===== src/hdl/pfa_pkg.sv =====
// ---------------------------------------------------------------------------
// pfa_pkg
// shared types and codes of the partition fit allocator
// ---------------------------------------------------------------------------
package pfa_pkg;

  // one partition record as held in the table
  typedef struct packed {
    logic        full;
    logic [15:0] tally;
    logic [15:0] vacant;
  } entry_t;

  typedef enum logic [2:0] {
    ST_IDLE   = 3'b001,
    ST_SCAN   = 3'b010,
    ST_COMMIT = 3'b100
  } state_t;

  localparam logic       REQ_LOAD  = 1'b0;
  localparam logic       REQ_ALLOC = 1'b1;

  localparam logic [1:0] POLICY_FIRST = 2'd0;
  localparam logic [1:0] POLICY_BEST  = 2'd1;
  localparam logic [1:0] POLICY_WORST = 2'd2;

  localparam logic [1:0] STATUS_LOADED = 2'd0;
  localparam logic [1:0] STATUS_PLACED = 2'd1;
  localparam logic [1:0] STATUS_NOFIT  = 2'd2;

  localparam logic [0:0] REG_FIT_POLICY = 1'b0;
  localparam logic [0:0] REG_PARTS_USED = 1'b1;

  localparam logic [1:0] FIT_POLICY_RST = 2'd0;
  localparam logic [3:0] PARTS_USED_RST = 4'd8;

  localparam logic [15:0] COUNT_MAX = 16'hFFFF;

endpackage


===== src/hdl/pfa_table.sv =====
// ---------------------------------------------------------------------------
// pfa_table
// partition record memory, one write and one registered read per cycle
// ---------------------------------------------------------------------------
module pfa_table #(
  parameter int DEPTH = 8,
  parameter int IDX_W = 3
) (
  input  logic                 clk,
  input  logic                 rst,
  input  logic                 rd_en,
  input  logic [IDX_W-1:0]     rd_addr,
  output pfa_pkg::entry_t      rd_entry,
  input  logic                 wr_en,
  input  logic [IDX_W-1:0]     wr_addr,
  input  pfa_pkg::entry_t      wr_entry
);

  pfa_pkg::entry_t mem [DEPTH];
  logic [DEPTH-1:0] vld;       // entry written since reset
  pfa_pkg::entry_t  rd_q;
  logic             rd_vld;

  always_ff @(posedge clk) begin
    if (wr_en) begin
      mem[wr_addr] <= wr_entry;
    end
    if (rd_en) begin
      rd_q <= mem[rd_addr];
    end
  end

  always_ff @(posedge clk) begin
    if (rst) begin
      vld    <= '0;
      rd_vld <= 1'b0;
    end else begin
      if (wr_en) begin
        vld[wr_addr] <= 1'b1;
      end
      if (rd_en) begin
        rd_vld <= vld[rd_addr];
      end
    end
  end

  // unwritten entries read as the reset record
  assign rd_entry = rd_vld ? rd_q : '0;

endmodule


===== src/hdl/partition_fit_allocator.sv =====
// ---------------------------------------------------------------------------
// partition_fit_allocator
// fixed-partition allocator with first, best or worst fit selection
// ---------------------------------------------------------------------------
// usage
//   s_* stream carries one item per transfer: tuser is the kind (load or
//   allocate), tdata the slot and size. m_* stream returns one result per
//   item: tuser the status, tdata partition, space left and occupant count.
//   the apb port holds fit_policy (0x0) and partitions_in_use (0x4); write
//   them only while no item is in flight.
// sequencing
//   a load completes in the accept cycle; its result shows in the next cycle.
//   an allocate walks the partition table through its single read port,
//   one record a cycle, with one comparator, over the first
//   min(partitions_in_use, PARTITIONS) records; no new item is accepted
//   until its result has been registered.
// reset
//   synchronous; every partition reads as empty, size 0, not full, count 0.
//   fit_policy returns to first fit, partitions_in_use to 8.
// back-pressure
//   the result sits in an output register; while it waits the input is
//   held off and a finished search holds its write-back, so nothing is lost.
// ---------------------------------------------------------------------------
module partition_fit_allocator #(
  parameter int PARTITIONS = 8
) (
  input  logic        clk,
  input  logic        rst,
  // input stream
  input  logic        s_tvalid,
  output logic        s_tready,
  input  logic [23:0] s_tdata,   // partition_slot[2:0], request_size[18:3], zero pad
  input  logic [0:0]  s_tuser,   // req_type[0]
  // result stream
  output logic        m_tvalid,
  input  logic        m_tready,
  output logic [39:0] m_tdata,   // chosen_partition[2:0], space_left[18:3],
                                 // occupant_count[34:19], zero pad
  output logic [1:0]  m_tuser,   // status[1:0]
  // configuration
  input  logic        psel,
  input  logic        penable,
  input  logic        pwrite,
  input  logic [2:0]  paddr,
  input  logic [31:0] pwdata,
  output logic [31:0] prdata,
  output logic        pready
);

  localparam int IDX_W = (PARTITIONS > 1) ? $clog2(PARTITIONS) : 1;
  localparam int CNT_W = $clog2(PARTITIONS + 1);

  // configuration registers
  logic [1:0] fit_policy;
  logic [3:0] parts_used;

  // control
  pfa_pkg::state_t  state;
  logic [15:0]      req_size;
  logic [CNT_W-1:0] rd_idx;      // next record to read
  logic [CNT_W-1:0] limit;       // records to search
  logic             rd_pend;     // read data arrives this cycle
  logic [IDX_W-1:0] eval_idx;    // record index of that data
  logic             found;
  logic [IDX_W-1:0] pick_idx;
  pfa_pkg::entry_t  pick_ent;

  // table ports
  logic             rd_en;
  logic [IDX_W-1:0] rd_addr;
  pfa_pkg::entry_t  rd_entry;
  logic             wr_en;
  logic [IDX_W-1:0] wr_addr;
  pfa_pkg::entry_t  wr_entry;

  // input fields
  logic        in_type;
  logic [2:0]  in_slot;
  logic [15:0] in_size;
  logic        in_xfer;
  logic        slot_ok;

  logic        out_free;
  logic        issue;
  logic        fits;
  logic        take;
  logic [15:0] new_vac;
  logic [15:0] new_tally;
  logic        new_full;
  logic        commit;

  assign in_type = s_tuser[0];
  assign in_slot = s_tdata[2:0];
  assign in_size = s_tdata[18:3];

  assign out_free = !m_tvalid || m_tready;
  assign s_tready = (state == pfa_pkg::ST_IDLE) && out_free;
  assign in_xfer  = s_tvalid && s_tready;
  assign slot_ok  = 32'(in_slot) < PARTITIONS;
  assign commit   = (state == pfa_pkg::ST_COMMIT) && out_free;

  // ------------------------------------------------------------------
  // apb configuration port
  // ------------------------------------------------------------------
  assign pready = 1'b1;

  always_ff @(posedge clk) begin
    if (rst) begin
      fit_policy <= pfa_pkg::FIT_POLICY_RST;
      parts_used <= pfa_pkg::PARTS_USED_RST;
    end else if (psel && penable && pwrite && pready) begin
      unique case (paddr[2:2])
        pfa_pkg::REG_FIT_POLICY: fit_policy <= pwdata[1:0];
        pfa_pkg::REG_PARTS_USED: parts_used <= pwdata[3:0];
        default: ;
      endcase
    end
  end

  always_comb begin
    unique case (paddr[2:2])
      pfa_pkg::REG_FIT_POLICY: prdata = {30'd0, fit_policy};
      pfa_pkg::REG_PARTS_USED: prdata = {28'd0, parts_used};
      default:                 prdata = '0;
    endcase
  end

  // search bound saturates at the table depth
  assign limit = (32'(parts_used) > PARTITIONS) ? CNT_W'(PARTITIONS) : CNT_W'(parts_used);

  // ------------------------------------------------------------------
  // scan: one read issued and one record compared per cycle
  // ------------------------------------------------------------------
  assign issue   = (state == pfa_pkg::ST_SCAN) && (rd_idx < limit);
  assign rd_en   = issue;
  assign rd_addr = rd_idx[IDX_W-1:0];

  assign fits = rd_pend && !rd_entry.full && (rd_entry.vacant >= req_size);

  always_comb begin
    take = 1'b0;
    if (fits) begin
      if (!found) begin
        take = 1'b1;
      end else begin
        case (fit_policy)
          pfa_pkg::POLICY_BEST:  take = rd_entry.vacant < pick_ent.vacant;
          pfa_pkg::POLICY_WORST: take = rd_entry.vacant > pick_ent.vacant;
          default:               take = 1'b0;   // first fit keeps the lowest index
        endcase
      end
    end
  end

  // updated record of the chosen partition
  assign new_vac   = pick_ent.vacant - req_size;
  assign new_full  = pick_ent.full || (new_vac == 16'd0);
  assign new_tally = (pick_ent.tally == pfa_pkg::COUNT_MAX) ? pick_ent.tally
                                                            : pick_ent.tally + 16'd1;

  // single write port: load in idle, write-back in commit
  always_comb begin
    wr_en    = 1'b0;
    wr_addr  = pick_idx;
    wr_entry = '{full: new_full, tally: new_tally, vacant: new_vac};
    if (in_xfer && in_type == pfa_pkg::REQ_LOAD && slot_ok) begin
      wr_en    = 1'b1;
      wr_addr  = IDX_W'(in_slot);
      wr_entry = '{full: 1'b0, tally: 16'd0, vacant: in_size};
    end else if (commit && found) begin
      wr_en = 1'b1;
    end
  end

  pfa_table #(
    .DEPTH (PARTITIONS),
    .IDX_W (IDX_W)
  ) u_table (
    .clk      (clk),
    .rst      (rst),
    .rd_en    (rd_en),
    .rd_addr  (rd_addr),
    .rd_entry (rd_entry),
    .wr_en    (wr_en),
    .wr_addr  (wr_addr),
    .wr_entry (wr_entry)
  );

  // ------------------------------------------------------------------
  // sequencer
  // ------------------------------------------------------------------
  always_ff @(posedge clk) begin
    if (rst) begin
      state   <= pfa_pkg::ST_IDLE;
      rd_pend <= 1'b0;
      found   <= 1'b0;
      rd_idx  <= '0;
    end else begin
      unique case (state)
        pfa_pkg::ST_IDLE: begin
          if (in_xfer && in_type == pfa_pkg::REQ_ALLOC) begin
            state   <= pfa_pkg::ST_SCAN;
            rd_idx  <= '0;
            rd_pend <= 1'b0;
            found   <= 1'b0;
          end
        end
        pfa_pkg::ST_SCAN: begin
          rd_pend <= issue;
          if (issue) begin
            rd_idx <= rd_idx + CNT_W'(1);
          end
          if (take) begin
            found <= 1'b1;
          end
          // last compare done once nothing is issued or in flight
          if (!issue && !rd_pend) begin
            state <= pfa_pkg::ST_COMMIT;
          end
        end
        pfa_pkg::ST_COMMIT: begin
          if (out_free) begin
            state <= pfa_pkg::ST_IDLE;
          end
        end
        default: state <= pfa_pkg::ST_IDLE;
      endcase
    end
  end

  // payload registers of the scan
  always_ff @(posedge clk) begin
    if (in_xfer) begin
      req_size <= in_size;
    end
    if (issue) begin
      eval_idx <= rd_addr;
    end
    if (take) begin
      pick_idx <= eval_idx;
      pick_ent <= rd_entry;
    end
  end

  // ------------------------------------------------------------------
  // output register
  // ------------------------------------------------------------------
  always_ff @(posedge clk) begin
    if (rst) begin
      m_tvalid <= 1'b0;
    end else if ((in_xfer && in_type == pfa_pkg::REQ_LOAD) || commit) begin
      m_tvalid <= 1'b1;
    end else if (m_tready) begin
      m_tvalid <= 1'b0;
    end
  end

  always_ff @(posedge clk) begin
    if (in_xfer && in_type == pfa_pkg::REQ_LOAD) begin
      m_tuser <= pfa_pkg::STATUS_LOADED;
      m_tdata <= {5'd0, 16'd0, (slot_ok ? in_size : 16'd0), in_slot};
    end else if (commit) begin
      if (found) begin
        m_tuser <= pfa_pkg::STATUS_PLACED;
        m_tdata <= {5'd0, new_tally, new_vac, 3'(pick_idx)};
      end else begin
        m_tuser <= pfa_pkg::STATUS_NOFIT;
        m_tdata <= '0;
      end
    end
  end

endmodule


===== config.mk =====
export PLATFORM = sky130hd
export DESIGN_NAME = partition_fit_allocator
export DESIGN_NICKNAME = d
export VERILOG_FILES = /design/src/hdl/pfa_pkg.sv /design/src/hdl/pfa_table.sv /design/src/hdl/partition_fit_allocator.sv
export SDC_FILE = /design/constraint.sdc
export NUM_CORES = 1
export LEC_CHECK = 0
export BUFFER_PORTS_ARGS = -buffer_cell sky130_fd_sc_hd__buf_2
export CAP_MARGIN = 10
export CORE_MARGIN = 1.5
export CORE_UTILIZATION = 50
export CTS_CLUSTER_SIZE = 30
export DETAILED_ROUTE_END_ITERATION = 10
export GPL_ROUTABILITY_DRIVEN = 0
export PLACE_DENSITY_LB_ADDON = 0.12
export SLEW_MARGIN = 30
export SYNTH_ARGS = -nofsm -noshare
export SYNTH_HDL_FRONTEND = slang
export SYNTH_SLANG_ARGS = --single-unit
export TNS_END_PERCENT = 100

===== constraint.sdc =====
create_clock -name clk -period 7.4 [get_ports clk]
set_input_delay 1.85 -clock clk [delete_from_list [all_inputs] [get_ports clk]]
set_output_delay 1.85 -clock clk [all_outputs]
set_load 0.01 [all_outputs]

## Yosys cells after proc, flatten, opt, wreduce, memory -nomap -nowiden

Memories as Yosys holds them, arrays and structs flattened. A register that Yosys moved wholly into a read port is not among the register bits.
Cells that the tools add are included.

| storage, ports and cells | value |
|---|---|
| memory bits (read-only) | 0 |
| flip-flop bits (word level) | 117 |
| bits in latches | 0 |
| logic and storage cells | 108 |
| output and inout port bits | 77 |
| memories | 1 |
| input port bits | 67 |
| memory bits (writable) | 264 |

Memory list:

| name | depth | width | rd ports | clocked after memory_dff | wr ports | line | text |
|---|---|---|---|---|---|---|---|
| u_table.mem | 8 | 33 | 1 | 1 | 1 | pfa_table.sv:19 | `pfa_pkg::entry_t mem [DEPTH];` |

| operators by class | value |
|---|---|
| equal/unequal tests | 11 |
| div/mod/pow operators | 0 |
| shift operators | 0 |
| multipliers | 0 |
| bitwise operators | 3 |
| $add $sub $neg | 3 |
| magnitude comparators | 8 |
| reduce and logical (&&, ||, !) cells | 30 |
| multiplexer cells | 34 |

Operators with widths:

| cell | number |
|---|---|
| $mux 33 | 2 |
| $pmux 32 s2 | 1 |
| $mux 19 | 2 |
| $mux 35 | 1 |
| $add 16x1->16 const B | 1 |
| $eq 16x16->1 const B | 1 |
| $ge 16x16->1 | 1 |
| $gt 16x16->1 | 1 |
| $logic_not 16->1 | 1 |
| $lt 16x16->1 | 1 |
| $mux 16 | 1 |
| $sub 16x16->16 | 1 |
| $logic_and 1x1->1 | 13 |
| $mux 1 | 12 |
| $mux 3 | 4 |
| $mux 4 | 3 |
| $pmux 3 s3 | 1 |
| $reduce_and 3->1 | 3 |
| $lt 3x4->1 const B | 2 |
| $or 8x8->8 | 1 |
| $pmux 4 s2 | 1 |
| $ne 2x2->1 const B | 3 |
| $pmux 1 s2 | 3 |
| $reduce_and 2->1 | 3 |
| other kinds (17) | 26 |

## Longest topological paths before layout

| depth | value |
|---|---|
| depth after elaboration | 11 |
| depth in mapped cells | 12 |
| depth with buffers taken out | 12 |

## By module

Synthesis repeated with hierarchy kept, for this count alone.

| second synthesis, totals | value |
|---|---|
| cells, all modules | 1129 |
| area, all modules | 17772.0 sq um |

Modules (own cells, without submodules):

| module | sequential area each (sq um) | instances | area an instance (sq um) | cells an instance |
|---|---|---|---|---|
| pfa_table | 9098.7 | 1 | 11517.3 | 491 |
| partition_fit_allocator | 2902.8 | 1 | 6254.7 | 638 |

## Worst setup path after synthesis

Ideal clock, no wire load.

| path | value |
|---|---|
| path kind | input -> register |
| start | input port m_tready |
| end | memory u_table.mem[6][0] in the netlist's numbering (enable) |
| path slack | 1651 ps |
| cell stages on the path | 6 |
| required time | 6971 ps |
| arrival | 5320 ps |
| buffers on the path | 1 |
| library setup time | 429 ps |
| cells stage by stage | nor2b_1 -> nor4b_2 -> nand2b_1 -> clkbuf_1 -> o31ai_1 -> nor2b_1 |

| between the ends | value |
|---|---|
| word-level cells in the longest chain between the ends | 7 |
| elaborated cells on any way between the ends | 11 |
| classes of those cells | mux: 5; reduce/logical: 6 |

RTL lines:

| item | line | text |
|---|---|---|
| from (decl) | partition_fit_allocator.sv:36 | `input logic m_tready,` |
| $logic_or 1x1->1 * | partition_fit_allocator.sv:96 | `assign out_free = !m_tvalid \|\| m_tready;` |
| $logic_and 1x1->1 * | partition_fit_allocator.sv:97 | `assign s_tready = (state == pfa_pkg::ST_IDLE) && out_free;` |
| $logic_and 1x1->1 * | partition_fit_allocator.sv:98 | `assign in_xfer = s_tvalid && s_tready;` |
| via in_xfer | partition_fit_allocator.sv:80 | `logic in_xfer;` |
| $logic_and 1x1->1 * | partition_fit_allocator.sv:166 | `if (in_xfer && in_type == pfa_pkg::REQ_LOAD && slot_ok) begin` |
| $mux 1 | partition_fit_allocator.sv:166 |  |
| $mux 1 | pfa_table.sv:25 | `if (wr_en) begin` |
| $mux 1 (implied by the code) | pfa_table.sv:26 | `mem[wr_addr] <= wr_entry;` |
| to (decl) | pfa_table.sv:19 |  |

Mark *: on every way through the listed nets, which the timed path passes. The rest lies on a longest branch.

## Worst setup path in the final report

| path | value |
|---|---|
| start | input port m_tready |
| end | memory u_table.mem[4][5] in the netlist's numbering (enable) |

The elaborated chain is that of the path after synthesis.

==> run metrics <==
status=finished clean; PwrDens=278 mW/mm^2; core footprint=0.0347 mm^2; nets@finish=1346; buffer count from post-CTS setup fixing=0; layout cells sized above 1=22.5%; vias in the first global route=9624; headroom to the max-slew limit=36.5%; Yosys top cell area share=62.9%; synth unique cells=59; total of flip-flops plus latches after synthesis=414; CTS resizes=0; CTS Buf Count=42; most instantiated library cell after synthesis=edfxtp_1; mux contribution to synthesized area=11.4%; global route overflow=0; number of synthesized flops with an enable pin=371; Post-Synthesis Mean Instance Area=15.7 um^2; Area growth syn-to-layout=13.1%; RSZ-0062 raised after global routing=no; CTS tree=done; CTS sink cnt=414; final wirelength=37.4 mm; sequential area share after synthesis=67.8%; dominant cells by area after synthesis=edfxtp_1, mux4_2, dfxtp_1; Worst-Margin Slew=942 ps; clk slew on worst S/H paths=60 ps; Worst-Skew Late Latency=550 ps; # diodes=0; startpoint type of the worst setup path=input port; Hold Violations, Final=0; Initial DRC Count=538; Top Family by Delay on Critical Path=simple AND/OR/NAND/NOR gates; clock buffer depth=3; dpl hpwl=23.3 mm; Setup crit start=m_tready; Post-Synthesis Cells=1127; largest family of logic cells by synthesized area=multiplexers; Tmin final=4590 ps; FMAX=0.218 GHz; initial antenna violation count=1; Setup TNS=0 ps; Synth Cell Area=0.0177 mm^2; Hold Path Class=flip-flop to flip-flop; I/O pin total=144; vias per inst=5.65; drt drc=0; Antenna Nets Post-Route=0; GRT Total Usage=20.9%; yosys warns=0; Die X=191 um; H-tree levels=2; Synth Area in Compound Gates=5.74%; Final Total Pwr=5.58 mW; quantity of hold-fixing buffers added after cts=0; setup violators final=0; worst stage delay on the critical path=780 ps; critical-path cell list=buf_2, nor2b_1, nor4b_4, buf_4, nor2b_4, a31oi_1, nor2_4, buf_4; worst-path maximum fanout=23; Crit. End Element=flip-flop; port bufs=74; DR WL/cell=21.9 um; CP dominant cell by count=buf_4; top cells by count, synth=edfxtp_1, mux4_2, nand2_1, nor2_1; Synth Flop Type=edfxtp_1; CP max stage cell=nor2_4; kind of critical path=input port to flip-flop; number of max-cap violations=0; placed insts=1636; maximum vdd drop=166 uV; Post-Synth Simple-Gate Area=6.69%; WP data arrival=4820 ps; Final period util=62.1%; die area=0.0366 mm^2; vias=9649; Initial Utilization=51.0%; first-pass GRT wire length=56.7 mm; leading area contributor after synthesis=edfxtp_1; DIE HEIGHT=191 um; Reg-to-Reg Start=u_table.rd_vld$_SDFFE_PP0P_; clock root cell=clkbuf_16; Post-synth ARST share=0%; skew final=16.1 ps; Placement Rows=68; Data required, critical path=7630 ps; largest net degree at the start of global routing=50; Hold Startpoint=eval_idx[1]$_DFFE_PP_; DRT Pass-1 Iters=5; Slew Limit Fails=0; fraction of synthesized cell area in xor and xnor cells=1.24%; number of buffer and inverter stages on the critical path=3; leakage=7.13 nW; Synth Area in Adders=3.72%; non-filler instance count after layout=1709
placed cells by master, fill, tap and decap left out, types with 10 or more instances in the layout:
cell type and instances:
buf_4 17, nand4_1 12, a21oi_1 32, dfxtp_1 40, clkbuf_16 42, edfxtp_1 371
inv_1 51, o21ai_0 40, mux4_2 68, nand2b_1 11, ha_1 51, buf_2 74
xor2_1 12, nand3_1 13, nor3_1 11, a21o_1 12, and2_1 38, clkbuf_1 10
xnor2_1 13, mux2_2 34, nand2_1 66, conb_1 34, nor2_1 57, a22o_1 16
mux2i_1 10
sequential cells by signal, indices dropped and copies added (netlist names), 4 cells and up:
register      flops
u_table.vld       8
parts_used        4
req_size         16
rd_idx            4
u_table.mem     264
pick_ent         33
u_table.rd_q     33
m_tdata          35
cell type report:
cell class	count	area, um^2
clock buffer	56	1140
clock inverter	15	145
fill	2711	14700
inverter	51	191
multi-input combinational	621	5330
sequential	414	12000
tap	455	569
timing repair buffer	97	647
logic make-up (layout without fill, tap and decap cells):
family / Yosys count / after routing
multiplexers: 112 / 112
AO/OA/AOI/OAI: 155 / 155
XOR/XNOR: 25 / 25
buffers and inverters: 124 / 219
other: 2 / 34
flip-flops: 414 / 414
AND/OR/NAND/NOR: 243 / 243
adder cells (fa/ha/maj): 52 / 52
worst reg2reg max path, stage by stage (launching register included):
cell and delay [ps]:
dfxtp_1 300, buf_4 360, and2_1 280, ha_1 270
a21o_1 190, a21o_1 170, a21o_1 170, a21oi_1 160
o21ai_0 190, a2111o_1 470, a31oi_4 560, buf_4 470
per-stage QoR:
step	hold slack, ps	setup slack [ps]	cell area, um^2	utilization [%]
after floorplan	400	1650	17800	-
after global placement	403	1810	18600	53.6
after detailed placement	411	1670	18700	53.8
after CTS	426	2250	20000	57.5
after global routing	444	2570	20000	57.7
final	427	2810	20000	57.7
per-layer routing:
metal,track usage (%),vias to the layer above,share of wire (%)
li1,-,4429,-
met1,29.5,4931,46
met2,34.2,232,48
met3,3.19,57,4.5
met4,5.59,0,2.2
met5,0,-,0
path summary, 6_finish.rpt:
| kind | to | slack [ps] | depth (start not counted) |
|---|---|---|---|
| max | u_table.mem[4][5]$_DFFE_PP_ | 2810 | 8 |
| max reg2reg | pick_ent[26]$_SDFFCE_PN0N_ | 3460 | 11 |
| min | pick_idx[1]$_DFFE_PN_ | 430 | 0 |
| min reg2reg | pick_idx[1]$_DFFE_PN_ | 430 | 0 |
report_power, final:
group / switching, mW / internal [mW] / total, mW
logic: 0.512 / 0.222 / 0.734
registers: 0.0395 / 2.80 / 2.84
clock network: 0.850 / 1.15 / 2.00
total: 1.40 / 4.18 / 5.58
No activity file was read; power rests on OpenSTA's default activity.
